**src/hw/rtl/mmc_pkg.sv**
```systemverilog
// ----------------------------------------------------------------------------
// mmc_pkg
// Shared constants and types for the magnetometer min/max calibration block.
// ----------------------------------------------------------------------------
package mmc_pkg;

  localparam int SAMPLE_BITS_DEF     = 16;
  localparam int SCALE_FRAC_BITS_DEF = 12;
  localparam int SCALE_W             = 28;
  localparam int AXES                = 3;

  localparam logic ACT_SAMPLE = 1'b0;
  localparam logic ACT_FINISH = 1'b1;

  typedef enum logic [1:0] {
    ST_IDLE,
    ST_SUM,
    ST_DIV,
    ST_DONE
  } state_t;

endpackage

```
**src/hw/rtl/mag_min_max_calibration.sv**
```systemverilog
// ----------------------------------------------------------------------------
// mag_min_max_calibration
// Hard/soft-iron magnetometer calibration from per-axis min/max bounds.
//
// Input channel (in_valid/in_ready): one word per sample or finish request.
// A sample word (action 0) updates the three axis lanes in the cycle it is
// accepted; samples are taken one per cycle while the block is idle.
// A finish word (action 1) produces exactly one output word: bias per axis
// (max+min), soft-iron scale per axis in unsigned fixed point, and no_data.
// Before the output register is loaded, a finish sums the chords (ST_SUM),
// then the three lane dividers run in parallel, one quotient bit per cycle.
// Empty runs and runs with a zero chord skip the dividers and go straight
// from ST_SUM to ST_DONE.
// The output register holds the word until out_ready; a stalled receiver only
// delays loading the next finish's word; samples are accepted until that
// finish is taken. A finish starts a new run. Reset empties the run and
// drops any pending output word.
// ----------------------------------------------------------------------------
module mag_min_max_calibration #(
  parameter int SAMPLE_BITS     = mmc_pkg::SAMPLE_BITS_DEF,
  parameter int SCALE_FRAC_BITS = mmc_pkg::SCALE_FRAC_BITS_DEF
) (
  input  logic                            clk,
  input  logic                            rst,
  input  logic                            in_valid,
  output logic                            in_ready,
  input  logic                            action,
  input  logic signed [SAMPLE_BITS-1:0]   mag_x,
  input  logic signed [SAMPLE_BITS-1:0]   mag_y,
  input  logic signed [SAMPLE_BITS-1:0]   mag_z,
  output logic                            out_valid,
  input  logic                            out_ready,
  output logic signed [SAMPLE_BITS:0]     bias_x,
  output logic signed [SAMPLE_BITS:0]     bias_y,
  output logic signed [SAMPLE_BITS:0]     bias_z,
  output logic [mmc_pkg::SCALE_W-1:0]     scale_x,
  output logic [mmc_pkg::SCALE_W-1:0]     scale_y,
  output logic [mmc_pkg::SCALE_W-1:0]     scale_z,
  output logic                            no_data
);
  import mmc_pkg::*;

  localparam int SUM_W = SAMPLE_BITS + 2;
  localparam int NUM_W = SUM_W + SCALE_FRAC_BITS;
  localparam int DEN_W = SAMPLE_BITS + 2;
  localparam int QW    = (NUM_W > SCALE_W) ? NUM_W : SCALE_W;
  localparam logic [SCALE_W-1:0] SCALE_ONE = SCALE_W'(1) << SCALE_FRAC_BITS;
  localparam logic [QW-1:0]      SCALE_MAX = QW'({SCALE_W{1'b1}});

  state_t state, state_next;

  logic have_samples;
  logic run_valid;
  logic unity;
  logic in_acc, smp_acc, fin_acc;
  logic div_start;
  logic load_out;
  logic any_zero;
  logic [SUM_W-1:0] sum;

  logic signed [SAMPLE_BITS-1:0] mag   [AXES];
  logic signed [SAMPLE_BITS:0]   bias  [AXES];
  logic        [SAMPLE_BITS-1:0] chord [AXES];
  logic        [NUM_W-1:0]       quo   [AXES];
  logic        [SCALE_W-1:0]     scale [AXES];
  logic        [AXES-1:0]        busy;

  assign mag[0] = mag_x;
  assign mag[1] = mag_y;
  assign mag[2] = mag_z;

  assign in_acc  = in_valid && in_ready;
  assign smp_acc = in_acc && action == ACT_SAMPLE;
  assign fin_acc = in_acc && action == ACT_FINISH;

  assign sum = SUM_W'(chord[0]) + SUM_W'(chord[1]) + SUM_W'(chord[2]);
  assign any_zero = chord[0] == '0 || chord[1] == '0 || chord[2] == '0;

  for (genvar i = 0; i < AXES; i++) begin : g_lane
    logic [QW-1:0] q_ext;

    mmc_lane #(
      .SAMPLE_BITS(SAMPLE_BITS)
    ) u_lane (
      .clk   (clk),
      .upd   (smp_acc),
      .seed  (!have_samples),
      .sample(mag[i]),
      .bias  (bias[i]),
      .chord (chord[i])
    );

    mmc_div #(
      .NUM_W(NUM_W),
      .DEN_W(DEN_W)
    ) u_div (
      .clk  (clk),
      .rst  (rst),
      .start(div_start),
      .num  (NUM_W'(sum) << SCALE_FRAC_BITS),
      .den  ((DEN_W'(chord[i]) << 1) + DEN_W'(chord[i])),
      .busy (busy[i]),
      .quo  (quo[i])
    );

    assign q_ext    = QW'(quo[i]);
    assign scale[i] = (q_ext > SCALE_MAX) ? {SCALE_W{1'b1}} : q_ext[SCALE_W-1:0];
  end

  always_ff @(posedge clk) begin
    if (rst) begin
      state <= ST_IDLE;
    end else begin
      state <= state_next;
    end
  end

  always_comb begin
    state_next = state;
    in_ready   = 1'b0;
    div_start  = 1'b0;
    load_out   = 1'b0;
    unique case (state)
      ST_IDLE: begin
        in_ready = 1'b1;
        if (in_valid && action == ACT_FINISH) begin
          state_next = ST_SUM;
        end
      end
      ST_SUM: begin
        if (run_valid && !any_zero) begin
          div_start  = 1'b1;
          state_next = ST_DIV;
        end else begin
          state_next = ST_DONE;
        end
      end
      ST_DIV: begin
        if (busy == '0) begin
          state_next = ST_DONE;
        end
      end
      ST_DONE: begin
        if (!out_valid || out_ready) begin
          load_out   = 1'b1;
          state_next = ST_IDLE;
        end
      end
      default: state_next = ST_IDLE;
    endcase
  end

  always_ff @(posedge clk) begin
    if (rst) begin
      have_samples <= 1'b0;
    end else if (smp_acc) begin
      have_samples <= 1'b1;
    end else if (fin_acc) begin
      have_samples <= 1'b0;
    end
  end

  always_ff @(posedge clk) begin
    if (fin_acc) begin
      run_valid <= have_samples;
    end
    if (state == ST_SUM) begin
      unity <= any_zero;
    end
  end

  always_ff @(posedge clk) begin
    if (rst) begin
      out_valid <= 1'b0;
    end else if (load_out) begin
      out_valid <= 1'b1;
    end else if (out_ready) begin
      out_valid <= 1'b0;
    end
  end

  always_ff @(posedge clk) begin
    if (load_out) begin
      no_data <= !run_valid;
      if (!run_valid) begin
        bias_x  <= '0;
        bias_y  <= '0;
        bias_z  <= '0;
        scale_x <= SCALE_ONE;
        scale_y <= SCALE_ONE;
        scale_z <= SCALE_ONE;
      end else begin
        bias_x  <= bias[0];
        bias_y  <= bias[1];
        bias_z  <= bias[2];
        scale_x <= unity ? SCALE_ONE : scale[0];
        scale_y <= unity ? SCALE_ONE : scale[1];
        scale_z <= unity ? SCALE_ONE : scale[2];
      end
    end
  end

  a_sample_sets_run: assert property (@(posedge clk) disable iff (rst)
    smp_acc |=> have_samples)
    else $error("sample did not mark the run as holding data");

  a_finish_clears_run: assert property (@(posedge clk) disable iff (rst)
    fin_acc |=> !have_samples && state == ST_SUM)
    else $error("finish did not start a new run");

  a_div_in_step: assert property (@(posedge clk) disable iff (rst)
    state == ST_DIV |-> busy == '0 || busy == {AXES{1'b1}})
    else $error("lane dividers out of step");

  a_no_data_unity: assert property (@(posedge clk) disable iff (rst)
    out_valid && no_data |-> scale_x == SCALE_ONE && bias_x == '0)
    else $error("empty run word carries data");

  a_load_when_free: assert property (@(posedge clk) disable iff (rst)
    load_out |-> !out_valid || out_ready)
    else $error("output word overwritten before it was taken");

endmodule

```
**src/hw/rtl/mmc_lane.sv**
```systemverilog
// ----------------------------------------------------------------------------
// mmc_lane
// One axis: running min/max of the samples, bias (max+min) and chord (max-min).
// ----------------------------------------------------------------------------
module mmc_lane #(
  parameter int SAMPLE_BITS = mmc_pkg::SAMPLE_BITS_DEF
) (
  input  logic                          clk,
  input  logic                          upd,
  input  logic                          seed,
  input  logic signed [SAMPLE_BITS-1:0] sample,
  output logic signed [SAMPLE_BITS:0]   bias,
  output logic        [SAMPLE_BITS-1:0] chord
);
  import mmc_pkg::*;

  logic signed [SAMPLE_BITS-1:0] min_val;
  logic signed [SAMPLE_BITS-1:0] max_val;
  logic signed [SAMPLE_BITS:0]   diff;

  always_ff @(posedge clk) begin
    if (upd) begin
      if (seed || sample < min_val) begin
        min_val <= sample;
      end
      if (seed || sample > max_val) begin
        max_val <= sample;
      end
    end
  end

  assign bias  = (SAMPLE_BITS+1)'(max_val) + (SAMPLE_BITS+1)'(min_val);
  assign diff  = (SAMPLE_BITS+1)'(max_val) - (SAMPLE_BITS+1)'(min_val);
  assign chord = diff[SAMPLE_BITS-1:0];

endmodule

```
**src/hw/rtl/mmc_div.sv**
```systemverilog
// ----------------------------------------------------------------------------
// mmc_div
// Restoring unsigned divider, one quotient bit per cycle.
// ----------------------------------------------------------------------------
module mmc_div #(
  parameter int NUM_W = 30,
  parameter int DEN_W = 18
) (
  input  logic             clk,
  input  logic             rst,
  input  logic             start,
  input  logic [NUM_W-1:0] num,
  input  logic [DEN_W-1:0] den,
  output logic             busy,
  output logic [NUM_W-1:0] quo
);
  import mmc_pkg::*;

  localparam int CW = $clog2(NUM_W + 1);

  logic [CW-1:0]    cnt;
  logic [DEN_W-1:0] rem;
  logic [DEN_W:0]   trial;
  logic             fits;

  assign trial = {rem, quo[NUM_W-1]};
  assign fits  = trial >= {1'b0, den};

  always_ff @(posedge clk) begin
    if (rst) begin
      cnt <= '0;
    end else if (start) begin
      cnt <= CW'(NUM_W);
    end else if (cnt != '0) begin
      cnt <= cnt - 1'b1;
    end
  end

  always_ff @(posedge clk) begin
    if (start) begin
      rem <= '0;
      quo <= num;
    end else if (cnt != '0) begin
      if (fits) begin
        rem <= DEN_W'(trial - {1'b0, den});
      end else begin
        rem <= trial[DEN_W-1:0];
      end
      quo <= {quo[NUM_W-2:0], fits};
    end
  end

  assign busy = cnt != '0;

endmodule
```
**config.mk**
```make
export PLATFORM = sky130hd
export DESIGN_NAME = mag_min_max_calibration
export DESIGN_NICKNAME = d
export VERILOG_FILES = /design/src/hw/rtl/mmc_pkg.sv /design/src/hw/rtl/mag_min_max_calibration.sv /design/src/hw/rtl/mmc_lane.sv /design/src/hw/rtl/mmc_div.sv
export SDC_FILE = /design/constraint.sdc
export NUM_CORES = 1
export LEC_CHECK = 0
export BUFFER_PORTS_ARGS = -buffer_cell sky130_fd_sc_hd__clkbuf_2
export CAP_MARGIN = 5
export CORE_ASPECT_RATIO = 1.4
export CORE_MARGIN = 5
export CORE_UTILIZATION = 39
export DETAILED_ROUTE_END_ITERATION = 7
export GPL_ROUTABILITY_DRIVEN = 1
export SYNTH_ARGS = -nofsm -noshare
export SYNTH_HDL_FRONTEND = slang
export SYNTH_HIERARCHICAL = 1
export SYNTH_SLANG_ARGS = --single-unit
```
**constraint.sdc**
```tcl
create_clock -name clk -period 13.5 [get_ports clk]
set_input_delay 4.05 -clock clk [delete_from_list [all_inputs] [get_ports clk]]
set_output_delay 4.05 -clock clk [all_outputs]
set_load 0.02 [all_outputs]
```
==> results of run 1 <==
## per-stage QoR
stage	hold slack [ns]	std cells	util
floorplan	0.408	2967	-
global placement	0.415	4051	0.419
detailed placement	0.425	4051	0.419
CTS	0.440	4135	0.440
global route	0.450	4135	0.440
finish	0.441	4135	0.440
## sequential cells by signal (all words and copies together), names as in the netlist
signal                 count
no_data                    1
bias_y                    17
unity                      1
bias_x                    17
scale_z                   28
run_valid                  1
g_lane.u_lane/min_val     48
bias_z                    17
have_samples               1
g_lane.u_div/cnt          15
scale_x                   28
scale_y                   28
g_lane.u_lane/max_val     48
out_valid                  1
g_lane.u_div/rem          54
state                      2
g_lane.u_div/quo          90
## metal layers
metal,up-vias,routed length [µm],track usage
met5,-,13,0
met4,2,2970,0.0674
met3,128,3030,0.0258
met2,444,36400,0.315
met1,10365,32000,0.217
li1,11014,-,-
## cells in the final DEF (no fill, tap or decap), drive strengths merged, types with 73 or more instances in the layout
cell type / n
ha: 337
inv: 325
edfxtp: 324
clkbuf: 247
nor2: 235
a21oi: 199
o21ai: 136
o21a: 118
xnor2: 105
mux2: 97
nand2: 96
a211oi: 90
dfxtp: 73
## worst paths after layout
path                             to  slack (ns)  depth (start not counted)
max          g_lane[2].u_div/rem[2]        6.62                         25
min                       run_valid        0.44                          0
max reg2reg  g_lane[2].u_div/rem[2]        6.62                         25
min reg2reg               run_valid        0.44                          0
## cell families (layout without fill, tap and decap cells)
group / after synthesis / count (layout) / synth area share
compound gates: 763 / 763 / 0.183
xor+xnor: 141 / 141 / 0.0418
fa+ha+maj: 366 / 366 / 0.162
buf+inv: 412 / 612 / 0.0581
flops: 397 / 397 / 0.378
mux: 142 / 142 / 0.0529
other cells: 1 / 36 / 0.000127
simple gates: 710 / 710 / 0.124
## worst register-to-register path: cells and delay by family, from the launching register on
kind                     cells  cell delay, ns
AO/OA/AOI/OAI                7            2.12
adder cells (fa/ha/maj)      4            1.45
buffers and inverters        4            0.60
flip-flops                   1            0.44
multiplexers                 1            0.32
AND/OR/NAND/NOR              9            1.80
## layout make-up
cell class | instances | area (µm²) | share of cell area
inverter | 319 | 1210 | 0.0367
clock buffer | 57 | 1210 | 0.0367
multi-input combinational | 2158 | 16800 | 0.509
sequential | 397 | 11200 | 0.339
timing repair buffer | 209 | 1090 | 0.0331
clock inverter | 27 | 319 | 0.00965
tap | 968 | 1210 | 0.0366
==> impl_metrics.tcl, run 1 <==
set metrics [dict create \
    outcome "finished clean" \
    synthesis.area_um2 29600 \
    start_util 0.393 \
    dieArea_um2 81500 \
    yosysUniqueCellTypes 95 \
    port-buffer-count 190 \
    synth.most_common_cell "ha_1" \
    cts_sinks 397 \
    h-tree-depth 2 \
    post-place-ws_ns 6.58 \
    dr.pass1.iters 6 \
    ys.flop_type "edfxtp_1" \
    core_area_um2 75200 \
    gp_congestion 0.912 \
    chipHeight_um 336 \
    hold_viol 0 \
    slowest_stage "a211oi_1" \
    cts.path.max_buffers 3 \
    grt_pass1_vias 21692 \
    cts_setup_buffers 0 \
    cts_repair_resize_count 0 \
    via_per_inst 5.31 \
    post-route-drc-count 0 \
    fin_tns_setup_ns 0 \
    synth.area.top_cells "edfxtp_1 33%, ha_1 14%, dfxtp_1 4.9%, inv_1 4.0%, mux2_2 3.5%" \
    post-route-period-util 0.509 \
    startpoint_type "register" \
    gr-total-overflow 0 \
    clkLatencyLatePin_ns 0.60 \
    yosysSeqAreaShare 0.378 \
    synth_top_area_frac 0.329 \
    grt_max_degree 78 \
    min_from "have_samples" \
    n_antenna_cell 0 \
    place_area_um2 31500 \
    rows 119 \
    ys.warnings.count 6 \
    fin_nets 3549 \
    critPathKind "reg2reg" \
    cp-end-kind "register" \
    filler_cell_count 7261 \
    setup_ws_ns 6.62 \
    synth.ff_latch_count 397 \
    synthTopCellsByCount "337 x ha_1, 324 x edfxtp_1, 313 x inv_1, 229 x nor2_1, 184 x a21oi_1" \
    async_flop_share 0 \
    grt_pass1_wl_mm 118 \
    synth_edf_count 324 \
    fin_area_um2 33100 \
    reg2reg_from "g_lane[2].u_lane/min_val[0]" \
    fin_worst_skew_ns 0.0399 \
    required_ns 13.96 \
    path_buf_inv 4 \
    finalMaxSlewViolations 0 \
    wl_per_cell_um 18.0 \
    drtIter0Drc 1132 \
    relSlewSlack 0.252 \
    ant_nets 0 \
    slowest_delay_ns 0.80 \
    max-cap-violations 0 \
    tightest_slew_ns 1.12 \
    die_w_um 243 \
    wl_mm 74.4 \
    period_needed_ns 6.88 \
    rsz0062_at_grt "no" \
    synth_area_leader_cell "edfxtp_1" \
    finalSetupViolations 0 \
    synthToLayoutAreaGrowth_pct 11.8 \
    hold_buffers 0 \
    ios 191 \
    fmax_ghz 0.145 \
    grt_usage 0.177 \
    cts_root_buf "clkbuf_16" \
    arrival_ns 7.34 \
    clk_pin_slew_worst_paths_ns 0.06 \
    min_path_type "reg2reg" \
    syn_area_per_cell_um2 10.1 \
    vias 21953 \
    place_hpwl_mm 57.4 \
    critPathMaxFanout 12 \
    crit_path_start "g_lane[2].u_lane/min_val[0]" \
    cts_buffers 45 \
    crit_family "compound AO/OA/AOI/OAI gates" \
    cts_tree "yes" \
    drive_gt1_frac 0.149 \
    syn_inst 2932 \
    grt_antenna_before_repair 2 \
]
Power of run 1 is not shown: default switching activity piles up to over one toggle a cycle in this logic, so the estimate is an artifact.
==> run 2, diff against run 1 <==
- ABC_AREA: unset -> 1
- clock period: 13.5 -> 6.3 ns (I/O delays scaled with it)
==> impl_metrics.tcl, run 2 <==
set metrics [dict create \
    top_regs "g_lane.u_div/quo (90), g_lane.u_div/rem (54)" \
    arrival_ns 5.94 \
    fin_tns_setup_ns 0 \
    grt_pass1_vias 24796 \
    fin_worst_skew_ns 0.0261 \
    dieArea_um2 84600 \
    hold_buffers 0 \
    port-buffer-count 190 \
    final_util 0.440 \
    largest_reg_flops 90 \
    final_common_cell "nand2_1" \
    die_w_um 247 \
    synth.most_common_cell "nand2_1" \
    ios 191 \
    ys.warnings.count 6 \
    ant_nets 0 \
    synth.ff_latch_count 397 \
    synthesis.area_um2 30700 \
    vias 25127 \
    synth_edf_count 324 \
    max-cap-violations 0 \
    slowest_stage "xor2_1" \
    post-route-period-util 0.860 \
    path_buf_inv 3 \
    cts_tree "yes" \
    finalSetupViolations 0 \
    h-tree-depth 2 \
    cp_cell_sequence "ha_1, fa_1, o31ai_4, nand3_1, nand4_1, xor2_1, inv_1, ha_1, a21oi_1, o21ai_0, a31oi_1, nand3_1, nand2_1, inv_1, ha_1, nand2_2, inv_2, nand2_1, nand2_1, a21oi_2, nand4_2, nand3_1, nand3_1, nand2_1" \
    slowest_delay_ns 0.59 \
    layout_common_cells "1073 x nand2_1, 544 x inv_1, 337 x ha_1" \
    tightest_slew_ns 1.10 \
    hold_viol 0 \
    critPathKind "reg2reg" \
    cts_buffers 45 \
    grt_antenna_before_repair 0 \
    syn_area_per_cell_um2 7.90 \
    stdcell_count 5164 \
    clkLatencyLatePin_ns 0.60 \
    grt_max_degree 84 \
    synth.area.top_cells "edfxtp_1 32%, ha_1 14%, nand2_1 13%, inv_1 6.6%, dfxtp_1 4.8%" \
    relSlewSlack 0.264 \
    synth_area_leader_cell "edfxtp_1" \
    finalMaxSlewViolations 0 \
    synth_top_area_frac 0.316 \
    start_util 0.394 \
    fin_nets 4503 \
    grt_pass1_wl_mm 129 \
    rows 121 \
    core_area_um2 78000 \
    dr.pass1.iters 6 \
    via_per_inst 4.87 \
    async_flop_share 0 \
    crit_family "simple AND/OR/NAND/NOR gates" \
    period_needed_ns 5.42 \
    wl_mm 81.0 \
    place_hpwl_mm 63.8 \
    startpoint_type "register" \
    cts_setup_buffers 0 \
    cts.path.max_buffers 3 \
    post-route-drc-count 0 \
    gr-total-overflow 0 \
    grt_usage 0.187 \
    required_ns 6.82 \
    fmax_ghz 0.185 \
    drtIter0Drc 1441 \
    outcome "finished clean" \
    cp-end-kind "register" \
    syn_inst 3889 \
    n_antenna_cell 0 \
    yosysSeqAreaShare 0.364 \
    yosysUniqueCellTypes 60 \
    min_path_type "reg2reg" \
    clk_pin_slew_worst_paths_ns 0.06 \
    cts_sinks 397 \
    critPathMaxFanout 22 \
    place_inst 5082 \
    cts_repair_resize_count 0 \
    rsz0062_at_grt "no" \
    drive_gt1_frac 0.109 \
    synthToLayoutAreaGrowth_pct 11.6 \
    ys.flop_type "edfxtp_1" \
    synthTopCellsByCount "1073 x nand2_1, 544 x inv_1, 337 x ha_1, 324 x edfxtp_1, 319 x nor2_1" \
    cts_root_buf "clkbuf_16" \
    gp_congestion 0.925 \
    wl_per_cell_um 15.7 \
    top_register "g_lane.u_div/quo" \
    chipHeight_um 342 \
]
run 2: cell types whose count changed after synthesis, moves of 39 or more:
cell,previous run,this run
nor3_1,63,114
xnor2_1,105,46
nand3_1,29,202
a211oi_1,81,1
o21a_1,117,10
nand2_1,93,1073
inv_1,313,544
mux2i_1,45,0
nand2b_1,39,0
nor2_1,229,319
and2_1,68,0
xor2_1,36,95
mux2_2,91,0
run 2: cell type report:
class / count / area [µm²]
fillers: 7932 / 43700
multi-input cells: 2840 / 16900
flip-flops and latches: 397 / 11200
inverters: 578 / 2170
well taps: 1045 / 1310
clock buffers: 60 / 1250
repair buffers: 222 / 1220
clock inverters: 22 / 239
run 2: per-layer routing:
layer / global-route usage / up-vias / wire (µm)
met5: 0 / - / 0
met4: 0.0540 / 0 / 2330
met3: 0.0237 / 123 / 3310
met2: 0.345 / 511 / 41000
met1: 0.228 / 11511 / 34400
li1: - / 12982 / -
run 2: path summary, 6_finish.rpt:
path | depth (start not counted) | startpoint | slack [ns] | to
setup reg to reg | 24 | g_lane[1].u_lane/min_val[0] | 0.88 | g_lane[1].u_div/rem[17]
setup / recovery | 24 | g_lane[1].u_lane/min_val[0] | 0.88 | g_lane[1].u_div/rem[17]
hold reg to reg | 0 | have_samples | 0.43 | run_valid
hold / removal | 0 | have_samples | 0.43 | run_valid
run 2: cells by family after synthesis:
logic type | after synthesis | synth area share
XOR/XNOR | 141 | 0.0402
adder cells (fa/ha/maj) | 366 | 0.156
AO/OA/AOI/OAI | 449 | 0.0891
other | 1 | 0.000122
buffers and inverters | 687 | 0.0906
AND/OR/NAND/NOR | 1848 | 0.260
flip-flops | 397 | 0.364
run 2: per-stage QoR:
step / worst slack [ns] / area [µm²] / hold WS [ns]
after floorplan: 1.62 / 30900 / 0.408
after global placement: 0.923 / 32800 / 0.414
after detailed placement: 0.837 / 32800 / 0.421
after CTS: 0.805 / 34300 / 0.434
after global routing: 0.371 / 34300 / 0.459
final: 0.880 / 34300 / 0.429
Power of run 2 is left out for the same reason.
